[src/rtl/core/pap_pkg.sv]
// Shared types and constants for the preferential attachment picker.
`default_nettype none

package pap_pkg;

    localparam int MAX_NODES = 1024;
    localparam int MAX_EDGES = 16;
    localparam int IDX_W     = $clog2(MAX_NODES);
    localparam int CNT_W     = IDX_W + 1;
    localparam int EIDX_W    = $clog2(MAX_EDGES);
    localparam int EDGE_W    = EIDX_W + 1;
    localparam int DEG_W     = 11;
    localparam int TOTAL_W   = 20;
    localparam int SUM_W     = DEG_W + IDX_W;
    localparam int WORD_W    = 32;
    localparam int DIV_CNT_W = $clog2(WORD_W);
    localparam int CFG_IDX_W = 1;
    localparam int CFG_W     = 11;

    localparam logic [DEG_W-1:0]   DEG_MAX   = {DEG_W{1'b1}};
    localparam logic [TOTAL_W-1:0] TOTAL_MAX = {TOTAL_W{1'b1}};

    localparam logic OP_ADD  = 1'b0;
    localparam logic OP_DRAW = 1'b1;

    localparam logic [CFG_IDX_W-1:0] REG_EDGES = 1'b0;
    localparam logic [CFG_IDX_W-1:0] REG_LIMIT = 1'b1;

    typedef enum logic [2:0] {
        ST_SEED    = 3'd0,
        ST_OPENED  = 3'd1,
        ST_EDGE    = 3'd2,
        ST_NO_PICK = 3'd3,
        ST_SEQ_ERR = 3'd4,
        ST_FULL    = 3'd5
    } status_t;

    typedef struct packed {
        logic              operation;
        logic [WORD_W-1:0] rand_word;
    } in_item_t;

    typedef struct packed {
        status_t          status;
        logic [IDX_W-1:0] new_node;
        logic [IDX_W-1:0] target_node;
        logic             node_done;
    } out_item_t;

endpackage

`default_nettype wire

[src/rtl/core/pap_mod.sv]
// Restoring bit-serial remainder unit: one dividend bit per cycle.
`default_nettype none

module pap_mod (
    input  wire logic                        clk,
    input  wire logic                        rst_n,
    input  wire logic                        start,
    input  wire logic [pap_pkg::WORD_W-1:0]  dividend,
    input  wire logic [pap_pkg::TOTAL_W-1:0] divisor,
    output logic                             done,
    output logic [pap_pkg::TOTAL_W-1:0]      remainder
);

    logic                             run_reg, run_next;
    logic                             done_reg, done_next;
    logic [pap_pkg::DIV_CNT_W-1:0]    cnt_reg, cnt_next;
    logic [pap_pkg::WORD_W-1:0]       quo_reg, quo_next;
    logic [pap_pkg::TOTAL_W-1:0]      rem_reg, rem_next;
    logic [pap_pkg::TOTAL_W-1:0]      div_reg, div_next;
    logic [pap_pkg::TOTAL_W:0]        trial;

    always_comb
    begin
        run_next  = run_reg;
        done_next = 1'b0;
        cnt_next  = cnt_reg;
        quo_next  = quo_reg;
        rem_next  = rem_reg;
        div_next  = div_reg;
        trial     = {rem_reg, quo_reg[pap_pkg::WORD_W-1]};
        if (start)
        begin
            run_next = 1'b1;
            cnt_next = '0;
            quo_next = dividend;
            rem_next = '0;
            div_next = divisor;
        end
        else if (run_reg)
        begin
            // remainder stays below the divisor, so the trial fits one extra bit
            if (trial >= {1'b0, div_reg})
                rem_next = pap_pkg::TOTAL_W'(trial - {1'b0, div_reg});
            else
                rem_next = trial[pap_pkg::TOTAL_W-1:0];
            quo_next = {quo_reg[pap_pkg::WORD_W-2:0], 1'b0};
            cnt_next = cnt_reg + 1'b1;
            if (cnt_reg == pap_pkg::DIV_CNT_W'(pap_pkg::WORD_W - 1))
            begin
                run_next  = 1'b0;
                done_next = 1'b1;
            end
        end
    end

    always_ff @(posedge clk or negedge rst_n)
    begin
        if (!rst_n)
        begin
            run_reg  <= 1'b0;
            done_reg <= 1'b0;
            cnt_reg  <= '0;
        end
        else
        begin
            run_reg  <= run_next;
            done_reg <= done_next;
            cnt_reg  <= cnt_next;
        end
    end

    always_ff @(posedge clk)
    begin
        quo_reg <= quo_next;
        rem_reg <= rem_next;
        div_reg <= div_next;
    end

    assign done      = done_reg;
    assign remainder = rem_reg;

endmodule

`default_nettype wire

[config.mk]
export PLATFORM = sky130hd
export DESIGN_NAME = pap_mod
export DESIGN_NICKNAME = d
export VERILOG_FILES = /design/src/rtl/core/pap_pkg.sv /design/src/rtl/core/pap_mod.sv
export SDC_FILE = /design/constraint.sdc
export NUM_CORES = 1
export LEC_CHECK = 0
export ABC_AREA = 1
export BUFFER_PORTS_ARGS = -buffer_cell sky130_fd_sc_hd__buf_2
export CAP_MARGIN = 20
export CORE_AREA = 2 2 96 121
export DETAILED_ROUTE_END_ITERATION = 7
export DIE_AREA = 0 0 98 123
export PLACE_DENSITY_LB_ADDON = 0.2
export SYNTH_ARGS = -nofsm -noshare
export SYNTH_HDL_FRONTEND = slang
export SYNTH_SLANG_ARGS = --single-unit
[constraint.sdc]
create_clock -name clk -period 3.55 [get_ports clk]
set_input_delay 0.355 -clock clk [delete_from_list [all_inputs] [get_ports clk]]
set_output_delay 0.355 -clock clk [all_outputs]
set_load 0.1 [all_outputs]
==> results by group <==
STA
  • Fmax: 0.436 GHz
  • Setup TNS: 0 ns
  • Final setup vio count: 0
  • Final Skew: 0.00729 ns
  • RSZ-0062 raised after global routing: no
  • Crit path time final: 2.29 ns
  • Final Max Tran Viols: 0
  • Hold slack: 0.192 ns
  • Slew @ Worst Pin: 0.887 ns
  • Worst slew margin: 0.408
  • Final-report hold violation count: 0
  • Period utilization: 0.645

Yosys
  • Yosys reg bits: 79
  • Post-Syn Nets: 701
  • Async SR Flop Fraction: 0.0886
  • Sequential share of the synthesized area: 0.447
  • Synthesis Warnings: 0
  • Post-Syn Instances: 623
  • Distinct cells, synth: 38
  • Mean post-synth cell area: 7.67 sq um
  • Most used DFF post-synth: edfxtp_1
  • Post-Syn Area: 4780 sq um
  • Post-synth EDFFs: 52

Routing
  • DRC Markers: 0
  • Drt first-iter violations: 233
  • Routed len/inst: 13.2 um
  • Via Count: 4,044
  • TritonRoute pass-1 iters: 5
  • Drt via density: 4.81
  • Detail Route Antenna Nets: 0
  • Routed WL: 11.1 mm

Global route
  • Antenna violations before repair: 0
  • Vias in the first global route: 3,947
  • GRT Overall Usage: 0.196
  • Total gr overflow: 0
  • Largest net degree at the start of global routing: 44
  • First-pass GRT wire length: 18.8 mm

Placement
  • Port Buffer Count: 75
  • GP Congestion: 0.865
  • HPWL Detailed: 8.43 mm

Power
  • P per Cell Area: 871 nW/um^2
  • Tot Pwr: 4.87 mW
  • Peak supply drop: 0.301 mV
  • Leakage: 2.98 nW

Critical path
  • Crit path max fanout: 23
  • CP endpoint kind: register
  • CP arrival: 2.55 ns
  • Startpoint types: register
  • Crit Path Class: register to register
  • Required @ worst endpoint: 3.81 ns

Clock network
  • CTS tree: yes
  • Worst-path clk slew: 0.06 ns
  • Worst skew pair latency: 0.33 ns
  • Root Buffer: clkbuf_16
  • H-tree lvl count: 3
  • Post-CTS setup buffers: 0
  • Total CTS buffers: 9
  • Clock Sink Count: 79
  • Clock buffer depth: 2

Floorplanning
  • Die W: 98 um
  • CORE AREA: 10,900 sq um
  • Starting Density: 0.437
  • # IOs: 76
  • Die Y-Extent: 123 um
  • Row cnt: 43
  • Total die area: 12,100 sq um

Cells and area
  • Fraction of layout cells with a size suffix above 1: 0.183
  • Max FFs per register: 32
  • Fin nets: 779
  • Commonest cells after routing, fill and taps aside: 262 x nand2_1, 93 x inv_1, 75 x buf_2
  • Diodes inserted: 0
  • Fill cell count: 1,082
  • P&R area growth vs syn: 16.9%
  • Most common library cell in the layout ignoring fill and taps: nand2_1

Min path
  • HP Class: primary input to register

Run status
  • Status: finished clean

Flow run
  • Number of max-cap violations: 0
-- synth_stat cells (2+ instances only) --
cell	count	share of area
o21ai_0	9	0.0094
xnor2_1	6	0.011
inv_1	93	0.073
nand3_2	4	0.0084
a21oi_1	11	0.012
nand2_2	7	0.0092
nor2_4	2	0.0047
nand3b_1	15	0.024
nor2_2	3	0.0039
nand2_1	262	0.21
a21oi_2	3	0.0055
ha_1	22	0.058
clkbuf_1	9	0.0071
dfrtp_1	7	0.037
dfxtp_1	20	0.084
nand3_1	37	0.039
nor2_1	19	0.015
buf_6	4	0.0094
edfxtp_1	52	0.33
nand4_1	3	0.0039
nor3_1	9	0.0094
inv_2	7	0.0055
xor2_1	3	0.0055
o21ai_2	2	0.0037
-- layout make-up --
type                       count  area [sq um]  area share
multi-input combinational    429          2160       0.387
sequential                    79          2140       0.383
timing repair buffer          82           430      0.0771
inverter                     100           375      0.0672
clock buffer                  13           270      0.0484
tap                          135           169      0.0302
clock inverter                 3          40.0     0.00717
-- path summary, 6_finish.rpt --
check                                   start            end  slack [ns]  depth (start not counted)
max in group asynchronous               rst_n           done        3.00                          2
worst min-delay path              divisor[17]    div_reg[17]        0.19                          1
worst max register to register  remainder[14]   remainder[5]        1.26                         12
worst min register to register  remainder[16]  remainder[16]        0.50                          2
min in group asynchronous               rst_n     cnt_reg[3]        0.39                          2
worst max-delay path            remainder[14]   remainder[5]        1.26                         12
-- critical path, cell delays in order, from the launching register on --
cell	delay, ns
dfxtp_1	0.36
ha_1	0.40
nand2_1	0.15
inv_2	0.05
nand2_1	0.06
nand2_1	0.06
nand2_1	0.09
nand2_2	0.08
nor2_4	0.52
nand2_8	0.19
nand2_1	0.11
nand3_1	0.07
o21ai_0	0.08
-- metal layers --
layer	up-vias	routed length, um	GRT usage	share of wire
met5	-	0	0	0
met1	1829	5130	0.246	0.46
met4	0	133	0.0668	0.012
met3	8	474	0.0328	0.043
met2	90	5370	0.344	0.48
li1	2117	-	-	-
-- per-stage QoR --
stage	std cells	worst slack, ns	cell area (sq um)	utilization
2_1_floorplan	623	1.04	4780	-
3_5_place_dp	824	1.33	5270	0.482
3_3_place_gp	824	1.37	5270	0.482
4_1_cts	841	1.27	5590	0.511
5_1_grt	841	1.08	5590	0.511
6_report	841	1.26	5590	0.511
-- logic make-up (layout without fill, tap and decap cells) --
logic type | count (synthesis) | count (layout) | synth area share
XOR/XNOR | 9 | 9 | 0.0165
AO/OA/AOI/OAI | 29 | 29 | 0.0359
AND/OR/NAND/NOR | 368 | 368 | 0.339
adder cells (fa/ha/maj) | 23 | 23 | 0.0618
flip-flops | 79 | 79 | 0.447
buffers and inverters | 115 | 198 | 0.0998
-- power by group --
part           internal, mW  switching [mW]
Clock                 0.600           0.358
Sequential             1.15           0.141
Combinational         0.719            1.90
Total                  2.47            2.40
-- repair_timing --
action,in CTS,in global routing
endpoints found under the hold margin,7,0
gates resized for setup,0,0
hold buffers,1,0
Power figures use the tool's default switching activity.
